===== src/rtl/ddet_pkg.sv =====
// ----------------------------------------------------------------------------
// ddet_pkg
// Shared codes, field widths and control structs of the deadlock detector.
// ----------------------------------------------------------------------------
package ddet_pkg;

  localparam int CMD_W      = 2;
  localparam int PROC_ID_W  = 4;
  localparam int RES_ID_W   = 3;
  localparam int COUNT_W    = 16;
  localparam int CFG_IDX_W  = 2;
  localparam int CFG_DATA_W = 5;
  localparam int PC_FIELD_W = 5;
  localparam int RC_FIELD_W = 4;

  typedef enum logic [CMD_W-1:0] {
    CMD_EXISTING = 2'd0,
    CMD_ALLOC    = 2'd1,
    CMD_REQUEST  = 2'd2,
    CMD_RUN      = 2'd3
  } cmd_t;

  typedef enum logic [CFG_IDX_W-1:0] {
    CFG_PROC_COUNT = 2'd0,
    CFG_RES_COUNT  = 2'd1
  } cfg_idx_t;

  // write enables of the matrix store
  typedef struct packed {
    logic alloc;
    logic req;
  } store_we_t;

  // top level to sequencer
  typedef struct packed {
    logic start;
    logic exist_we;
  } seq_ctrl_t;

  // sequencer to top level
  typedef struct packed {
    logic idle;
  } seq_stat_t;

endpackage


===== src/rtl/ddet_store.sv =====
// ----------------------------------------------------------------------------
// ddet_store
// Allocation and request matrices, one synchronous RAM each, shared address.
// ----------------------------------------------------------------------------
module ddet_store
  import ddet_pkg::*;
#(
  parameter int DEPTH = 128,
  parameter int AW    = 7,
  parameter int DW    = 16
) (
  input  logic          clk,
  input  store_we_t     we,
  input  logic [AW-1:0] wr_addr,
  input  logic [DW-1:0] wr_data,
  input  logic [AW-1:0] rd_addr,
  output logic [DW-1:0] alloc_q,
  output logic [DW-1:0] req_q
);

  logic [DW-1:0] alloc_mem [DEPTH];
  logic [DW-1:0] req_mem   [DEPTH];

  always_ff @(posedge clk) begin
    if (we.alloc) begin
      alloc_mem[wr_addr] <= wr_data;
    end
    alloc_q <= alloc_mem[rd_addr];
  end

  always_ff @(posedge clk) begin
    if (we.req) begin
      req_mem[wr_addr] <= wr_data;
    end
    req_q <= req_mem[rd_addr];
  end

endmodule


===== config.mk =====
export PLATFORM = sky130hd
export DESIGN_NAME = ddet_store
export DESIGN_NICKNAME = d
export VERILOG_FILES = /design/src/rtl/ddet_pkg.sv /design/src/rtl/ddet_store.sv
export SDC_FILE = /design/constraint.sdc
export NUM_CORES = 2
export LEC_CHECK = 0
export BUFFER_PORTS_ARGS = -buffer_cell sky130_fd_sc_hd__buf_2
export CORE_ASPECT_RATIO = 0.9
export CORE_UTILIZATION = 30
export CTS_CLUSTER_SIZE = 8
export DETAILED_ROUTE_END_ITERATION = 7
export HOLD_SLACK_MARGIN = 0.02
export PLACE_DENSITY = 0.46
export REMOVE_ABC_BUFFERS = 1
export SYNTH_ARGS = -nofsm -noshare
export SYNTH_HDL_FRONTEND = slang
export SYNTH_SLANG_ARGS = --single-unit

===== constraint.sdc =====
create_clock -name clk -period 9.2 [get_ports clk]
set_input_delay 1.84 -clock clk [delete_from_list [all_inputs] [get_ports clk]]
set_output_delay 1.84 -clock clk [all_outputs]
set_load 0.01 [all_outputs]

==> Yosys cells after proc, flatten, opt, wreduce, memory -nomap -nowiden <==
Memory sizes are Yosys's and may differ from the RTL's. A register that Yosys moved wholly into a read port is not among the register bits.
Index checks and enable logic that the tools add are counted.
{ "word_totals": {"register_bits": 0, "latch_bits": 0, "ramBits": 4096, "rom_bits": 0, "in_bits": 33, "output_inout_bits": 32, "mem_count": 2} }
{ "classes": {"addsub": 0, "mul": 0, "div_mod_pow": 0, "magnitude_cmp": 0, "n_eq_ne": 0, "shift": 0, "mux": 4, "n_bitwise": 0, "reduce_logical": 0} }
{ "memory_table": {"columns": ["name", "words", "word_bits", "rd", "rd_ports_with_merged_regs", "write_ports", "line", "source"], "rows": [
  ["alloc_mem", 128, 16, 1, 1, 1, "ddet_store.sv:21", "logic [DW-1:0] alloc_mem [DEPTH];"],
  ["req_mem", 128, 16, 1, 1, 1, "ddet_store.sv:22", "logic [DW-1:0] req_mem [DEPTH];"]
]} }
{ "ops": {"columns": ["op", "count"], "rows": [
  ["$mux W1", 4]
]} }

==> Longest topological paths before layout <==
{ "logic_depth": {"word_depth": 2, "depth_mapped": 8, "mapped_depth_nobuf": 4} }

==> Worst setup path before layout <==
OpenSTA, ideal clock, no wires.
{ "synth_path": {"path_type": "input to register", "startpoint": "input port rd_addr[0]", "endpoint": "register alloc_q[14] (read register of alloc_mem)", "setup_ns": 0.121, "t_arrival_ns": 4.397, "setup_slack_ns": 4.682, "path_stages": 7, "path_buffers": 3, "path_cell_list": "buf_2 buf_2 buf_1 mux4_2 mux4_2 mux4_2 mux2_2"} }
{ "synth_rtl": {"columns": ["item", "line", "source"], "rows": [
  ["start: declaration", "ddet_store.sv:16", "input logic [AW-1:0] rd_addr,"],
  ["end: declaration", "ddet_store.sv:17", "output logic [DW-1:0] alloc_q,"]
]} }

==> metrics <==
first-pass GRT wire length between 600,000 and 700,000 microns; total global-route track usage 0.163; ranking of synthesized cells by area edfxtp_1 78%, mux4_2 19%, nor2_1 0.62%, clkbuf_1 0.48%, dfxtp_1 0.41%; Synth top area share 0.784; share of layout cells above drive strength 1 0.371; PwrDens about 230 mW/mm^2; Cell Area, Synth roughly 0.16 sq mm; worst reg2reg path depth 4; PostCTS Resize Cnt 0; Hold Fails Final Rpt 0; Die Ht between 600 and 700 microns; H-Tree Level Count 6; Placed Area approximately 0.17 sq mm; via count 70,600; postcts setup bufs 0; Worst EP arrival between 5000 and 6000 ps; Setup Slack @ Placement about 3100 ps; grt ovf 0; nets@finish 6,835; Area growth syn-to-layout 17.5%; Initial Util 0.302; Final period util 0.539; Crit Reg-Reg Startpoint alloc_mem[117][11]; Leak Pwr 56.1 nW; source of the worst hold timing path alloc_mem[20][6]; max-slew violations 0; clock share of power 0.458; CP startpoint rd_addr[0]; WHS between 1000 and 1500 ps; Crit Path Max Fanout around 70; design area ~0.18 sq mm; CTS clk-pin slew, worst paths 50 ps; I/O Buffers between 60 and 70; CP required slightly above 10,000 ps; RSZ-0062 raised after global routing false; vias in the first global route ~73,000; post-DP HPWL 239,000 microns; register bit total from synthesis 4,128; wire per inst roughly 31 microns; routability congestion estimate between 0.7 and 0.8; Via density a little over 5; Seq pwr share 0.495; worst vdd ir approximately 0.00017 V; syn_area_per_cell approximately 26 sq um; Max-slew headroom 0.142; clock latency on the worst-skew pair approximately 1100 ps; sw power around 9 mW; Tightest Hold Check Type register to register; setup violators final 0; clock root cell clkbuf_16; antenna violations before repair 42; CTS Sinks 4,128; top cell type by total area after synthesis edfxtp_1; fmax 202 MHz; Worst Tran Pin Value around 1300 ps; CP startpoint kind input pin; Sw Share 0.213; outcome completed; Final Critical Period around 5000 ps; Seq/Total Area, Yosys 0.788; Inserted Clock Buffers between 500 and 600; clk buf depth 4; core area about 0.52 sq mm; Synth cell types 14; die area roughly 0.53 sq mm; largest net degree at the start of global routing approximately 180; Final Skew about 40 ps; DRT Pass-1 Iters 5; worst hold stages 4; yosys warns 0; Pint around 33 mW; Worst Setup Slack, final 4240 ps; Max Cap Violations 0; Initial DRC Count 7,666; Comb pwr share 0.047; row count approximately 250; routed wire length approximately 430,000 microns; io pins 65; Final Core Density 0.354; Die X roughly 760 microns; Worst Setup End Kind register; DRC viols 0; setup_tns 0 ps; CTS tree built; CTS hold repair buffers 0; critical path class input pin to register; post-route ant nets 0; synthesized instance count approximately 6,000
-- layout make-up --
class	count	area [sq um]
antenna	22	55.1
clock buffer	699	15400
fill	47500	336000
clock inverter	47	637
tap	6957	8700
timing repair buffer	411	3550
sequential	4128	124000
multi-input combinational	1675	32300
-- cell usage in the layout (no fill, tap or decap), drive strengths merged --
master / netlist / routed
buf: 134 / 411
clkbuf: 202 / 699
clkinv: 0 / 16
dfxtp: 32 / 32
diode: 0 / 22
edfxtp: 4096 / 4096
inv: 0 / 31
mux2: 32 / 32
mux4: 1344 / 1344
nand2: 15 / 15
nand3: 14 / 14
nand4: 3 / 3
nor2: 259 / 259
nor2b: 8 / 8
-- cell usage after synthesis (all sizes together) --
| master | instances |
|---|---|
| nor2b | 8 |
| nand4 | 3 |
| dfxtp | 32 |
| clkbuf | 202 |
| nand3 | 14 |
| nand2 | 15 |
| mux2 | 32 |
| edfxtp | 4096 |
| nor2 | 259 |
| mux4 | 1344 |
| buf | 134 |
-- power groups by stage --
stage	Clock, mW	Sequential (mW)	Combinational (mW)
after floorplan	0	21.2	0.773
after global placement	0	21.2	2.01
after detailed placement	0	21.2	2.04
after CTS	19.8	20.9	2.04
after global routing	20.5	20.9	2.10
final	19.3	20.9	1.98
-- logic make-up after synthesis --
kind of cell	after synthesis	share of synthesized area
buf+inv	336	0.00890
flops	4128	0.788
mux	1376	0.195
simple gates	299	0.00744
-- routing by layer --
metal	track usage	vias to the layer above	share of wire
met5	0	-	0.000053
met4	0.0394	4	0.023
met3	0.0300	580	0.065
met2	0.253	2361	0.46
met1	0.238	39500	0.45
li1	-	28100	-
-- state kept, by name, summed over array words and instances (netlist names) --
signal     cells
req_q         16
req_mem     2048
alloc_mem   2048
alloc_q       16
-- critical path, stage by stage --
cell	delay (ps)
buf_12	360
buf_12	500
buf_4	670
mux4_2	590
mux4_2	530
mux4_2	580
mux2_2	300
-- stage by stage --
step           cells  power, mW
6_report       13900       42.2
5_1_grt        13900       43.4
4_1_cts        13900       42.7
3_5_place_dp   13200       23.3
3_3_place_gp   13200       23.2
2_1_floorplan   5803       22.0
-- final timing paths --
| path | endpoint | slack (ps) |
|---|---|---|
| hold / removal | alloc_q[6] | 1120 |
| setup reg to reg | alloc_q[11] | 6610 |
| hold reg to reg | alloc_q[6] | 1120 |
| setup / recovery | req_q[12] | 4240 |
Note: power is estimated with default switching activity, not from simulation.
