### src/rtl/ddet_pkg.sv
// ----------------------------------------------------------------------------
// ddet_pkg
// Shared codes, field widths and control structs of the deadlock detector.
// ----------------------------------------------------------------------------
package ddet_pkg;

  localparam int CMD_W      = 2;
  localparam int PROC_ID_W  = 4;
  localparam int RES_ID_W   = 3;
  localparam int COUNT_W    = 16;
  localparam int CFG_IDX_W  = 2;
  localparam int CFG_DATA_W = 5;
  localparam int PC_FIELD_W = 5;
  localparam int RC_FIELD_W = 4;

  typedef enum logic [CMD_W-1:0] {
    CMD_EXISTING = 2'd0,
    CMD_ALLOC    = 2'd1,
    CMD_REQUEST  = 2'd2,
    CMD_RUN      = 2'd3
  } cmd_t;

  typedef enum logic [CFG_IDX_W-1:0] {
    CFG_PROC_COUNT = 2'd0,
    CFG_RES_COUNT  = 2'd1
  } cfg_idx_t;

  // write enables of the matrix store
  typedef struct packed {
    logic alloc;
    logic req;
  } store_we_t;

  // top level to sequencer
  typedef struct packed {
    logic start;
    logic exist_we;
  } seq_ctrl_t;

  // sequencer to top level
  typedef struct packed {
    logic idle;
  } seq_stat_t;

endpackage

### src/rtl/ddet_if.sv


interface ddet_res_if
  import ddet_pkg::*;
();
  logic                 valid;
  logic                 ready;
  logic [PROC_ID_W-1:0] proc_out;
  logic                 deadlocked;
  logic                 any_deadlock;
  logic                 last;

  modport source (output valid, proc_out, deadlocked, any_deadlock, last, input ready);
  modport sink   (input valid, proc_out, deadlocked, any_deadlock, last, output ready);
endinterface

### src/rtl/ddet_seq.sv
// ----------------------------------------------------------------------------
// ddet_seq
// Run sequencer: available counts, finished marks, scan passes, result items.
// ----------------------------------------------------------------------------
module ddet_seq
  import ddet_pkg::*;
#(
  parameter int MAX_PROCS  = 16,
  parameter int MAX_RES    = 8,
  parameter int COUNT_BITS = 16,
  parameter int AW         = 7,
  parameter int PIW        = 4,
  parameter int RIW        = 3,
  parameter int PCW        = 5,
  parameter int RCW        = 4,
  parameter int AVAIL_W    = 21
) (
  input  logic                  clk,
  input  logic                  rst,
  input  seq_ctrl_t             ctrl,
  output seq_stat_t             stat,
  input  logic [RIW-1:0]        exist_idx,
  input  logic [COUNT_BITS-1:0] exist_data,
  input  logic [PCW-1:0]        proc_count,
  input  logic [RCW-1:0]        res_count,
  output logic [AW-1:0]         rd_addr,
  input  logic [COUNT_BITS-1:0] alloc_q,
  input  logic [COUNT_BITS-1:0] req_q,
  ddet_res_if.source            res
);

  typedef enum logic [3:0] {
    IDLE, INIT, SUB_RD, SUB_UPD, SCAN, CHK_RD, CHK_CMP, ADD_RD, ADD_UPD, ADV, EMIT
  } state_t;

  state_t                      state;
  logic [COUNT_BITS-1:0]       existing [MAX_RES];
  logic signed [AVAIL_W-1:0]   avail [MAX_RES];
  logic [MAX_PROCS-1:0]        finished;
  logic [PIW-1:0]              p;
  logic [RIW-1:0]              r;
  logic                        progress;

  logic                        p_last;
  logic                        r_last;
  logic                        any_comb;
  logic signed [AVAIL_W-1:0]   alloc_ext;
  logic signed [AVAIL_W-1:0]   req_ext;
  logic [PIW-1:0]              p_inc;

  assign p_last    = (32'(p) + 32'd1 == 32'(proc_count));
  assign r_last    = (32'(r) + 32'd1 == 32'(res_count));
  assign p_inc     = PIW'(32'(p) + 32'd1);
  assign alloc_ext = $signed({{(AVAIL_W-COUNT_BITS){1'b0}}, alloc_q});
  assign req_ext   = $signed({{(AVAIL_W-COUNT_BITS){1'b0}}, req_q});
  assign rd_addr   = AW'(32'(p) * MAX_RES + 32'(r));
  assign stat.idle = (state == IDLE);

  always_comb begin
    any_comb = 1'b0;
    for (int i = 0; i < MAX_PROCS; i++) begin
      if (!finished[i] && (i < 32'(proc_count))) begin
        any_comb = 1'b1;
      end
    end
  end

  always_ff @(posedge clk) begin
    if (ctrl.exist_we) begin
      existing[exist_idx] <= exist_data;
    end
  end

  always_ff @(posedge clk) begin
    if (rst) begin
      state     <= IDLE;
      finished  <= '0;
      progress  <= 1'b0;
      p         <= '0;
      r         <= '0;
      res.valid <= 1'b0;
      for (int i = 0; i < MAX_RES; i++) begin
        avail[i] <= '0;
      end
    end else begin
      case (state)
        IDLE: begin
          if (ctrl.start) begin
            state <= INIT;
          end
        end
        INIT: begin
          for (int i = 0; i < MAX_RES; i++) begin
            avail[i] <= $signed({{(AVAIL_W-COUNT_BITS){1'b0}}, existing[i]});
          end
          finished <= '0;
          progress <= 1'b0;
          p        <= '0;
          r        <= '0;
          state    <= SUB_RD;
        end
        // available = existing minus every allocation in use
        SUB_RD: state <= SUB_UPD;
        SUB_UPD: begin
          avail[r] <= avail[r] - alloc_ext;
          if (r_last) begin
            r <= '0;
            if (p_last) begin
              p     <= '0;
              state <= SCAN;
            end else begin
              p     <= p_inc;
              state <= SUB_RD;
            end
          end else begin
            r     <= RIW'(32'(r) + 32'd1);
            state <= SUB_RD;
          end
        end
        SCAN: begin
          r     <= '0;
          state <= finished[p] ? ADV : CHK_RD;
        end
        CHK_RD: state <= CHK_CMP;
        CHK_CMP: begin
          if (req_ext > avail[r]) begin
            state <= ADV;
          end else if (r_last) begin
            r     <= '0;
            state <= ADD_RD;
          end else begin
            r     <= RIW'(32'(r) + 32'd1);
            state <= CHK_RD;
          end
        end
        ADD_RD: state <= ADD_UPD;
        ADD_UPD: begin
          avail[r] <= avail[r] + alloc_ext;
          if (r_last) begin
            finished[p] <= 1'b1;
            progress    <= 1'b1;
            state       <= ADV;
          end else begin
            r     <= RIW'(32'(r) + 32'd1);
            state <= ADD_RD;
          end
        end
        ADV: begin
          if (!p_last) begin
            p     <= p_inc;
            state <= SCAN;
          end else if (progress) begin
            progress <= 1'b0;
            p        <= '0;
            state    <= SCAN;
          end else begin
            p                <= '0;
            res.valid        <= 1'b1;
            res.proc_out     <= '0;
            res.deadlocked   <= !finished[0];
            res.any_deadlock <= any_comb;
            res.last         <= (32'(proc_count) == 32'd1);
            state            <= EMIT;
          end
        end
        EMIT: begin
          if (res.ready) begin
            if (res.last) begin
              res.valid <= 1'b0;
              state     <= IDLE;
            end else begin
              p              <= p_inc;
              res.proc_out   <= PROC_ID_W'(32'(p) + 32'd1);
              res.deadlocked <= !finished[p_inc];
              res.last       <= (32'(p) + 32'd2 == 32'(proc_count));
            end
          end
        end
        default: state <= IDLE;
      endcase
    end
  end

endmodule

### src/flat_wrapper.sv
// flat-port wrapper written by rule: the top's interface ports become plain ports
module ddet_seq_flat import ddet_pkg::*;
#(
  parameter int MAX_PROCS  = 16,
  parameter int MAX_RES    = 8,
  parameter int COUNT_BITS = 16,
  parameter int AW         = 7,
  parameter int PIW        = 4,
  parameter int RIW        = 3,
  parameter int PCW        = 5,
  parameter int RCW        = 4,
  parameter int AVAIL_W    = 21
)
  (clk, rst, ctrl, stat, exist_idx, exist_data, proc_count, res_count, rd_addr, alloc_q, req_q, res_valid, res_proc_out, res_deadlocked, res_any_deadlock, res_last, res_ready);
  ddet_res_if res_i ();
  input  logic clk;
  input  logic rst;
  input  seq_ctrl_t ctrl;
  output seq_stat_t stat;
  input  logic [RIW-1:0] exist_idx;
  input  logic [COUNT_BITS-1:0] exist_data;
  input  logic [PCW-1:0] proc_count;
  input  logic [RCW-1:0] res_count;
  output logic [AW-1:0] rd_addr;
  input  logic [COUNT_BITS-1:0] alloc_q;
  input  logic [COUNT_BITS-1:0] req_q;
  output wire logic [$bits(res_i.valid)-1:0] res_valid;
  output wire logic [$bits(res_i.proc_out)-1:0] res_proc_out;
  output wire logic [$bits(res_i.deadlocked)-1:0] res_deadlocked;
  output wire logic [$bits(res_i.any_deadlock)-1:0] res_any_deadlock;
  output wire logic [$bits(res_i.last)-1:0] res_last;
  input wire logic [$bits(res_i.ready)-1:0] res_ready;
  assign res_valid = res_i.valid;
  assign res_proc_out = res_i.proc_out;
  assign res_deadlocked = res_i.deadlocked;
  assign res_any_deadlock = res_i.any_deadlock;
  assign res_last = res_i.last;
  assign res_i.ready = res_ready;
  ddet_seq #(.MAX_PROCS(MAX_PROCS), .MAX_RES(MAX_RES), .COUNT_BITS(COUNT_BITS), .AW(AW), .PIW(PIW), .RIW(RIW), .PCW(PCW), .RCW(RCW), .AVAIL_W(AVAIL_W)) u_core (.clk(clk), .rst(rst), .ctrl(ctrl), .stat(stat), .exist_idx(exist_idx), .exist_data(exist_data), .proc_count(proc_count), .res_count(res_count), .rd_addr(rd_addr), .alloc_q(alloc_q), .req_q(req_q), .res(res_i));
endmodule
### config.mk
export PLATFORM = sky130hd
export DESIGN_NAME = ddet_seq_flat
export DESIGN_NICKNAME = d
export VERILOG_FILES = /design/src/rtl/ddet_pkg.sv /design/src/rtl/ddet_if.sv /design/src/rtl/ddet_seq.sv /design/src/flat_wrapper.sv
export SDC_FILE = /design/constraint.sdc
export NUM_CORES = 1
export LEC_CHECK = 0
export ABC_CLOCK_PERIOD_IN_PS = 5100
export BUFFER_PORTS_ARGS = -buffer_cell sky130_fd_sc_hd__buf_2
export CAP_MARGIN = 20
export CORE_ASPECT_RATIO = 2
export CORE_MARGIN = 4
export CORE_UTILIZATION = 55
export DETAILED_ROUTE_END_ITERATION = 8
export GPL_TIMING_DRIVEN = 0
export HOLD_SLACK_MARGIN = 0.08
export PLACE_DENSITY = 0.71
export REMOVE_ABC_BUFFERS = 1
export SYNTH_ARGS = -nofsm -noshare
export SYNTH_HDL_FRONTEND = slang
export SYNTH_SLANG_ARGS = --single-unit
export TNS_END_PERCENT = 1
### constraint.sdc
create_clock -name clk -period 5.1 [get_ports clk]
set_input_delay 0.255 -clock clk [delete_from_list [all_inputs] [get_ports clk]]
set_output_delay 0.255 -clock clk [all_outputs]
set_load 0.02 [all_outputs]
-- After elaboration in Yosys (flattened, before gate mapping)
Memories as Yosys holds them, arrays and structs flattened. A register that Yosys moved wholly into a read port is not among the register bits.
Cells that the tools add are included.
- flip-flop bits (word level): 36
- RAM bits: 296
- input bits: 65
- output and inout port bits: 16
- logic and storage cells: 204
- memories kept: 2
- $add $sub $neg: 6
- magnitude comparators: 20
- equality and inequality tests: 24
- mux-type cells: 78
- bitwise logic cells: 12
- reduce and logical (&&, ||, !) cells: 52
- memories (name ; depth ; width ; read ports ; clocked after memory_dff ; wr ports ; RTL line ; RTL):
    u_core.avail ; 8 ; 21 ; 1 ; 1 ; 8 ; ddet_seq.sv:38 ; logic signed [AVAIL_W-1:0] avail [MAX_RES];
    u_core.existing ; 8 ; 16 ; 8 ; 0 ; 1 ; ddet_seq.sv:37 ; logic [COUNT_BITS-1:0] existing [MAX_RES];
- operators by type and width (kind ; number):
    $mux 21 ; 10
    $mux 4 ; 14
    $pmux 4 s11 ; 1
    $lt 4x5->1 const A ; 8
    $eq 32x4->1 ; 1
    $eq 32x5->1 ; 1
    $mux 1 ; 32
    $pmux 16 s2 ; 1
    $mux 3 ; 8
    $add 21x17->21 ; 1
    $gt 17x21->1 ; 1
    $reduce_or 21->1 ; 1
    $sub 21x17->21 ; 1
    $lt 3x5->1 const A ; 4
    $logic_and 1x1->1 ; 17
    $logic_not 1->1 ; 17
    $eq 4x3->1 const B ; 4
    $mux 16 ; 1
    $or 16x16->16 ; 1
    $pmux 4 s4 ; 1
    $reduce_or 15->1 ; 1
    $eq 4x4->1 const B ; 3
    $ne 2x2->1 const B ; 6
    $pmux 3 s4 ; 1
    other kinds (31) ; 56

-- Longest topological paths before layout
Gate-level depths: netlist of run 1.
- word-level depth: 7
- gate-level depth with buffers: 16
- mapped depth without buffers: 13

-- Least setup slack after synthesis of run 1
Ideal clock, no wire load.
- path kind: register to register
- start point: register (tool-made name)
- end point: memory u_core.avail[0][20], data pin
- setup time: 0.270 ns
- arrival time: 3.937 ns
- required time: 4.830 ns
- setup slack: 0.893 ns
- cell stages (with the launch flop): 14
- buffers on the path: 2
- period minus slack after synthesis: 4.207 ns
- path through: dfxtp_1 > buf_2 > buf_1 > mux4_2 > mux2_2 > ha_1 > fa_1 > a21oi_1 > a2bb2oi_1 > o2bb2ai_1 > o211ai_1 > and3_1 > a211oi_2 > nor2_1
- RTL lines (what ; RTL line):
    end, declared ; ddet_seq.sv:38

==> metrics.log, run 1 <==
[metrics] status: completed
[metrics] time the worst path needs with I/O delays and setup: 4.79 ns
[metrics] endpoint type of the worst setup path: flip-flop
[metrics] # Post-CTS Setup Buffers: 0
[metrics] number of DRC markers after the initial detailed-route iteration: 893
[metrics] part of the power in the clock network: 34.4%
[metrics] Max Clk Rate: 0.209 GHz
[metrics] share of final-layout standard cells stronger than drive strength 1: 18.5%
[metrics] Int Power: 4890 uW
[metrics] post-route insts no fill: 1735
[metrics] Post-Synthesis Cells: 1254
[metrics] Async S/R FF share, synth: 0%
[metrics] longest individual stage delay on the worst path: 0.73 ns
[metrics] sequential fraction of design power: 48.5%
[metrics] total number of vias: 11100
[metrics] initial antenna violation count: 0
[metrics] core outline area: 29500 sq um
[metrics] number of input and output port buffers inserted: 80
[metrics] largest net degree at the start of global routing: 43
[metrics] Final Net Count: 1456
[metrics] clock latency on the worst-skew pair: 0.57 ns
[metrics] Net Sw Power: 1810 uW
[metrics] chip width: 130 um
[metrics] Die Footprint: 32800 sq um
[metrics] initial standard-cell utilization of the core: 55.6%
[metrics] worst vdd rail ir drop: 0.348 mV
[metrics] cts bufs inserted: 30
[metrics] clock root buffer master: sky130_fd_sc_hd__clkbuf_16
[metrics] count of placed standard cells including taps: 1657
[metrics] most used standard cell by instance count after synthesis: sky130_fd_sc_hd__edfxtp_1
[metrics] portion of the post-synthesis area used by sequential elements: 59.4%
[metrics] slew at the pin closest to its max-slew limit: 1.16 ns
[metrics] Overflow after GRT: 0
[metrics] average instance area after synthesis: 13.1 sq um
[metrics] final hold viol count: 0
[metrics] synthesized area: 16400 sq um
[metrics] Setup Viol. Count Final: 0
[metrics] I/O pin count: 81
[metrics] Maximum Capacitance Violations: 0
[metrics] detailed placer's ending HPWL: 31.9 mm
[metrics] worst rel slew slack: 22.7%
[metrics] H-tree levels: 1
[metrics] fraction of power spent switching nets: 27.0%
[metrics] area fraction of the dominant cell type after synthesis: 55.5%
[metrics] number of global-route vias before repair: 11400
[metrics] Die Ht: 252 um
[metrics] setup repair after global routing missed its margin: false
[metrics] top fanout value on the critical path: 42
[metrics] number of inserted diodes: 0
[metrics] Largest delay share family, worst path: compound AO/OA/AOI/OAI gates
[metrics] CTS tree: done
[metrics] buffer depth of the longest clock path: 3
[metrics] register clock-pin slew on the reported worst setup and hold paths: 0.07 ns
[metrics] number of enable flip-flop cells after synthesis: 303
[metrics] wirelength, routed: 45.1 mm
[metrics] first-pass GRT wire length: 67.2 mm
[metrics] number of detailed-route iterations in the first pass: 5
[metrics] Most used DFF post-synth: sky130_fd_sc_hd__edfxtp_1
[metrics] fraction of the cycle the final worst path needs: 94.0%
[metrics] Combinational Power Share: 17.0%
[metrics] required time of the worst setup path: 5.40 ns
[metrics] Sink Count: 335
[metrics] PwrDens: 356 nW/um^2
[metrics] standard-cell row count: 89
[metrics] Worst Path Class, Setup: in2reg
[metrics] slowest cell on the critical path: sky130_fd_sc_hd__clkinv_2
[metrics] number of fill cells in the layout: 2145
[metrics] PnR Total Power: 6710 uW
[metrics] summed negative setup slack over all endpoints: 0 ns
[metrics] warning count from the yosys run: 0
[metrics] worst-path cell chain: dlygate4sd3_1 -> buf_2 -> clkinv_2 -> nand3_2 -> o21ai_0 -> fa_1 -> a21oi_1 -> a2bb2oi_1 -> o2bb2ai_1 -> o211ai_1 -> and3_1 -> a211oi_2 -> nor2_1
[metrics] post-placement setup slack: 0.167 ns
[metrics] total routing usage reported by global routing: 27.8%
[metrics] Commonest cells post-synth: sky130_fd_sc_hd__edfxtp_1, sky130_fd_sc_hd__nand2_1, sky130_fd_sc_hd__nor2_1
[metrics] max-slew violations: 0
[metrics] Synth area leader: sky130_fd_sc_hd__edfxtp_1
[metrics] Routed WL per cell: 26.0 um
[metrics] post-route worst setup slack: 0.306 ns
[metrics] number of remaining DRC errors: 0
[metrics] distinct cell type count of the synthesized netlist: 78
[metrics] number of nets with antenna violations after detailed routing: 0
[metrics] via count normalized by instance count: 6.40
[metrics] Synth area leaders: sky130_fd_sc_hd__edfxtp_1, sky130_fd_sc_hd__mux4_2, sky130_fd_sc_hd__a22o_1
[metrics] area grow syn2layout: 14.9%
[metrics] kind of start point of the critical path: input pin
[metrics] register bit count reported by yosys: 335
[metrics] static power due to leakage: 0.00696 uW
[metrics] arrival time at the worst endpoint: 5.09 ns
[metrics] worst clock skew on the final layout: 0.0196 ns
[metrics] worst path buffer plus inverter count: 3
[metrics] global placer's final weighted congestion: 0.997
[metrics] worst hold path type: in2reg
through the flow:
stage | area (sq um) | hold WS (ns) | util, %
CTS | 18800 | 0.101 | 63.8
global placement | 16900 | 0.485 | 57.4
finish | 18800 | 0.141 | 63.9
global route | 18800 | 0.121 | 63.9
floorplan | 16100 | 0.324 | -
detailed placement | 17600 | 0.500 | 59.7
path summary, 6_finish.rpt:
check                                                   start                                 to  slack, ns  depth (start not counted)
worst max-delay path                                      rst  u_core.avail[2][20]$_SDFFCE_PN0P_       0.31                         13
worst max register to register                      flip-flop  u_core.avail[2][20]$_SDFFCE_PN0P_       0.32                         11
worst min-delay path                            proc_count[1]          u_core.res.last$_DFFE_PP_       0.14                          2
worst min register to register  u_core.res.valid$_SDFFE_PP0P_      u_core.res.valid$_SDFFE_PP0P_       0.51                          2
cell usage in the layout, fill, tap and decap left out, types with 8 or more instances in the layout:
master	count
sky130_fd_sc_hd__and2_1	14
sky130_fd_sc_hd__a22o_1	86
sky130_fd_sc_hd__nand2b_1	13
sky130_fd_sc_hd__nor2b_1	13
sky130_fd_sc_hd__dlygate4sd3_1	22
sky130_fd_sc_hd__xor2_1	15
sky130_fd_sc_hd__ha_1	43
sky130_fd_sc_hd__inv_1	32
sky130_fd_sc_hd__nand3_1	42
sky130_fd_sc_hd__mux4_2	53
sky130_fd_sc_hd__and3_1	16
sky130_fd_sc_hd__o21ai_0	29
sky130_fd_sc_hd__nor2_1	94
sky130_fd_sc_hd__xnor2_1	25
sky130_fd_sc_hd__edfxtp_1	303
sky130_fd_sc_hd__nand2_1	110
sky130_fd_sc_hd__buf_6	10
sky130_fd_sc_hd__o21a_1	8
sky130_fd_sc_hd__nor3_1	17
sky130_fd_sc_hd__o211ai_1	8
sky130_fd_sc_hd__buf_16	12
sky130_fd_sc_hd__a21oi_1	56
sky130_fd_sc_hd__a21o_1	18
sky130_fd_sc_hd__mux2i_1	25
sky130_fd_sc_hd__buf_2	80
sky130_fd_sc_hd__dfxtp_1	29
sky130_fd_sc_hd__buf_8	8
sky130_fd_sc_hd__clkbuf_16	31
power groups by stage:
stage | registers (uW) | clock network (uW) | logic [uW]
2_1_floorplan | 3280 | 0 | 707
3_3_place_gp | 3310 | 0 | 1030
3_5_place_dp | 3310 | 0 | 1110
4_1_cts | 3250 | 2340 | 1130
5_1_grt | 3270 | 2450 | 1220
6_report | 3250 | 2310 | 1140
routing by layer:
layer  global-route usage, %  wire length [um]
met2                    51.0             24600
met3                    3.21              2710
met5                       0                 0
met4                    12.8              2200
met1                    31.5             15600
registers in the layout, indices dropped and copies added (netlist names), named ones only:
register,flops
u_core.finished,16
u_core.r,3
u_core.res.any_deadlock,1
u_core.res.proc_out,4
u_core.avail,168
u_core.res.deadlocked,1
u_core.res.last,1
u_core.existing,128
u_core.res.valid,1
u_core.p,4
u_core.state,4
u_core.progress,1
kinds of logic (layout without fill, tap and decap cells):
group,count (synthesis),in the layout,share of synthesized area [%]
AO/OA/AOI/OAI,266,266,11.9
flip-flops,335,335,59.4
XOR/XNOR,41,41,2.27
multiplexers,86,86,9.42
AND/OR/NAND/NOR,371,371,10.8
adder cells (fa/ha/maj),44,44,3.40
buffers and inverters,111,228,2.80
layout make-up:
class                           count  area (sq um)  share of cell area, %
Sequential cell                   335          9750                   51.7
Multi-Input combinational cell    808          6250                   33.2
Timing Repair Buffer              139          1260                   6.69
Clock buffer                       39           826                   4.38
Tap cell                          364           455                   2.42
Clock inverter                     17           183                  0.969
Inverter                           33           125                  0.664
worst reg2reg max path, delay by kind of cell, from the launching register on:
kind / cells / cell delay (ns)
compound gates: 5 / 1.67
mux: 2 / 0.96
flops: 1 / 0.93
fa+ha+maj: 2 / 0.65
simple gates: 2 / 0.29
repair_timing:
item,4_1_cts,5_1_grt
hold buffers,22,0
resized for setup,0,3
endpoints found under the setup margin,0,36
endpoints found under the hold margin,133,0
Note: power is estimated with default switching activity, not from simulation.
==> run 2, diff against run 1 <==
--- a/config.mk
+++ b/config.mk
@@ -8,13 +8,16 @@
 export ABC_CLOCK_PERIOD_IN_PS = 5100
 export BUFFER_PORTS_ARGS = -buffer_cell sky130_fd_sc_hd__buf_2
 export CAP_MARGIN = 20
+export CELL_PAD_IN_SITES_DETAIL_PLACEMENT = 1
+export CELL_PAD_IN_SITES_GLOBAL_PLACEMENT = 1
 export CORE_ASPECT_RATIO = 2
 export CORE_MARGIN = 4
-export CORE_UTILIZATION = 55
+export CORE_UTILIZATION = 51
+export CTS_CLUSTER_SIZE = 16
 export DETAILED_ROUTE_END_ITERATION = 8
 export GPL_TIMING_DRIVEN = 0
 export HOLD_SLACK_MARGIN = 0.08
-export PLACE_DENSITY = 0.71
+export PLACE_DENSITY = 0.78
 export REMOVE_ABC_BUFFERS = 1
 export SYNTH_ARGS = -nofsm -noshare
 export SYNTH_HDL_FRONTEND = slang
==> run 2 against run 1 <==
  * Clock-buffer cell count fell by 5
  * Final area fell by 0.29%
  * Via count rose by 2.6%
  * Wire length rose by 12%
  * Setup slack improved by 0.016 ns
  * Clock skew rose by 0.0046 ns
  * Utilization fell by 4.5 points
  * First-iteration DRC count fell by 12%
  * Maximum frequency rose by 0.33%
==> metrics.log, run 2 (synthesis results as in run 1) <==
[metrics] max reg flops: 168 (unchanged)
[metrics] Worst Path Class, Setup: reg2reg
[metrics] number of nets with antenna violations after detailed routing: 0 (unchanged)
[metrics] number of inserted diodes: 0 (unchanged)
[metrics] Max Clk Rate: 0.209 GHz (+0.33%)
[metrics] top fanout value on the critical path: 16 (-62%)
[metrics] I/O pin count: 81 (unchanged)
[metrics] standard-cell row count: 92 (+3.4%)
[metrics] detailed placer's ending HPWL: 36.1 mm (+13%)
[metrics] share of final-layout standard cells stronger than drive strength 1: 17.9% (-0.53 points)
[metrics] Most common cell on crit path: sky130_fd_sc_hd__nor2_1
[metrics] Worst R2R Start: u_core.state[2]$_SDFFE_PP0P_
[metrics] final hold viol count: 0 (unchanged)
[metrics] core outline area: 31700 sq um (+7.3%)
[metrics] clock latency on the worst-skew pair: 0.58 ns (about the same)
[metrics] Overflow after GRT: 0 (unchanged)
[metrics] number of DRC markers after the initial detailed-route iteration: 787 (-12%)
[metrics] Combinational Power Share: 18.0% (+1.0 points)
[metrics] Maximum Capacitance Violations: 0 (unchanged)
[metrics] cts bufs inserted: 29 (-3.3%)
[metrics] worst rel slew slack: 22.2% (-0.48 points)
[metrics] via count normalized by instance count: 6.39 (-0.19%)
[metrics] slew at the pin closest to its max-slew limit: 1.17 ns (+0.00727 ns)
[metrics] global placer's final weighted congestion: 0.902 (-9.5%)
[metrics] slowest cell on the critical path: sky130_fd_sc_hd__a211oi_2
[metrics] static power due to leakage: 0.00690 uW (-0.90%)
[metrics] worst-path cell chain: nor2_1 -> nand2_1 -> nor2_2 -> nor2_1 -> xor2_1 -> ha_1 -> a21oi_1 -> a2bb2oi_1 -> o2bb2ai_1 -> o211ai_1 -> and3_1 -> a211oi_2 -> nor2_1
[metrics] PwrDens: 352 nW/um^2 (-1.2%)
[metrics] number of remaining DRC errors: 0 (unchanged)
[metrics] most common cell after layout, fill and taps aside: sky130_fd_sc_hd__edfxtp_1
[metrics] hold slack final: 0.113 ns (-0.0282 ns)
[metrics] fraction of the cycle the final worst path needs: 93.7% (-0.31 points)
[metrics] worst clock skew on the final layout: 0.0242 ns (+0.00459 ns)
[metrics] Endpoint, Worst Hold: u_core.existing[4][14]$_DFFE_PP_
[metrics] total number of vias: 11400 (+2.6%)
[metrics] flop2flop setup slack: 0.32 ns (about the same)
[metrics] time the worst path needs with I/O delays and setup: 4.78 ns (-0.0156 ns)
[metrics] Int Power: 4780 uW (-2.3%)
[metrics] wirelength, routed: 50.6 mm (+12%)
[metrics] kind of start point of the critical path: flip-flop
[metrics] register clock-pin slew on the reported worst setup and hold paths: 0.07 ns (about the same)
[metrics] cell depth of the worst hold path: 2 (unchanged)
[metrics] buffer depth of the longest clock path: 3 (unchanged)
[metrics] Final Net Count: 1452 (-0.27%)
[metrics] area grow syn2layout: 14.6%
[metrics] worst-case reg-to-reg path depth: 13 (+2)
[metrics] part of the power in the clock network: 33.1% (-1.3 points)
[metrics] sequential fraction of design power: 48.9% (+0.4 points)
[metrics] Die Footprint: 35300 sq um (+7.5%)
[metrics] final core utilization: 59.4% (-4.5 points)
[metrics] chip width: 135 um (+3.6%)
[metrics] Die Ht: 262 um (+3.7%)
[metrics] longest individual stage delay on the worst path: 0.63 ns (-0.10 ns)
[metrics] initial standard-cell utilization of the core: 51.8% (-3.8 points)
[metrics] Routed WL per cell: 28.4 um (+9.1%)
[metrics] Net Sw Power: 1830 uW (+0.72%)
[metrics] Sink Count: 335 (unchanged)
[metrics] required time of the worst setup path: 5.39 ns (about the same)
[metrics] Setup Viol. Count Final: 0 (unchanged)
[metrics] register with the most flip-flops: u_core.avail
[metrics] fraction of power spent switching nets: 27.6% (+0.60 points)
[metrics] worst vdd rail ir drop: 0.356 mV (+2.2%)
[metrics] CTS tree: done
[metrics] number of global-route vias before repair: 12500 (+9.6%)
[metrics] worst hold path type: in2reg
[metrics] end of the worst register-to-register path: u_core.avail[5][20]$_SDFFCE_PN0P_
[metrics] endpoint type of the worst setup path: flip-flop
[metrics] number of input and output port buffers inserted: 80 (unchanged)
[metrics] first-pass GRT wire length: 75.7 mm (+13%)
[metrics] setup repair after global routing missed its margin: false
[metrics] status: completed
[metrics] max-slew violations: 0 (unchanged)
[metrics] arrival time at the worst endpoint: 5.07 ns (-0.02 ns)
[metrics] leading registers by flop count: u_core.avail (168), u_core.existing (128), u_core.finished (16)
[metrics] number of detailed-route iterations in the first pass: 5 (unchanged)
[metrics] post-route insts no fill: 1784 (+2.8%)
[metrics] H-tree levels: 1 (unchanged)
[metrics] startpoint of the worst hold path: exist_idx[0]
[metrics] # Post-CTS Setup Buffers: 0 (unchanged)
[metrics] total routing usage reported by global routing: 29.0% (+1.3 points)
[metrics] clock root buffer master: sky130_fd_sc_hd__clkbuf_16
[metrics] count of placed standard cells including taps: 1716 (+3.6%)
[metrics] largest net degree at the start of global routing: 43 (unchanged)
[metrics] initial antenna violation count: 0 (unchanged)
[metrics] commonest cells after routing, fill and taps aside: sky130_fd_sc_hd__edfxtp_1, sky130_fd_sc_hd__nand2_1, sky130_fd_sc_hd__nor2_1
## run 2: cell type report
| class | count | area, sq um |
|---|---|---|
| tap | 423 | 529 |
| clock inverter | 15 | 153 |
| sequential | 335 | 9750 |
| timing repair buffer | 136 | 1240 |
| multi-input combinational | 808 | 6250 |
| inverter | 33 | 124 |
| fill | 3081 | 12900 |
| clock buffer | 34 | 744 |
## run 2: worst max path at each step
stage,from,endpoint,slack [ns],cells past startpoint
finish,u_core.state[2]$_SDFFE_PP0P_,u_core.avail[5][20]$_SDFFCE_PN0P_,0.32,13
detailed placement,rst,u_core.avail[5][20]$_SDFFCE_PN0P_,-0.04,13
global route,u_core.state[2]$_SDFFE_PP0P_,u_core.avail[5][20]$_SDFFCE_PN0P_,0.01,13
CTS,u_core.state[2]$_SDFFE_PP0P_,u_core.avail[5][20]$_SDFFCE_PN0P_,0.23,12
global placement,u_core.state[2]$_SDFFE_PP0P_,u_core.avail[1][7]$_DFFE_PP_,-4.85,3
floorplan,u_core.state[1]$_SDFFE_PP0P_,u_core.avail[0][0]$_DFFE_PP_,-1.31,3
## run 2: power by group through the flow
stage          Combinational [uW]  Sequential (uW)  Clock, uW
2_1_floorplan                 707             3280          0
3_3_place_gp                 1040             3310          0
3_5_place_dp                 1160             3290          0
4_1_cts                      1190             3230       2210
5_1_grt                      1280             3240       2320
6_report                     1190             3230       2180
## run 2: repair_timing
action / 4_1_cts / 5_1_grt
hold buffers: 19 / 0
resized for setup: 0 / 2
endpoints found under the hold margin: 131 / 0
setup endpoints to repair: 0 / 28
## run 2: stage by stage
stage | setup TNS [ns] | instance area [sq um] | power [uW] | worst slack (ns)
after global routing | 0 | 18800 | 6840 | 0.0107
final | 0 | 18800 | 6610 | 0.322
after floorplan | -122.71 | 16100 | 3990 | -1.31
after CTS | 0 | 18800 | 6630 | 0.227
after global placement | -530.68 | 17000 | 4350 | -4.85
after detailed placement | -0.0557 | 17700 | 4450 | -0.0356
## run 2: routing by layer
layer / part of all wire (%) / wire [um] / up-vias / global-route usage [%]
met5: 0 / 0 / - / 0
met4: 6.2 / 3140 / 0 / 15.8
met3: 5.2 / 2620 / 162 / 2.99
met2: 54 / 27300 / 468 / 54.5
met1: 35 / 17600 / 5775 / 31.7
li1: - / - / 4994 / -
## run 2: worst max-delay path: cells and delay by family, from the launching register on
family	cells	cell delay, ns
flops	1	0.52
compound gates	5	1.69
xor+xnor	1	0.16
fa+ha+maj	1	0.35
simple gates	6	1.75
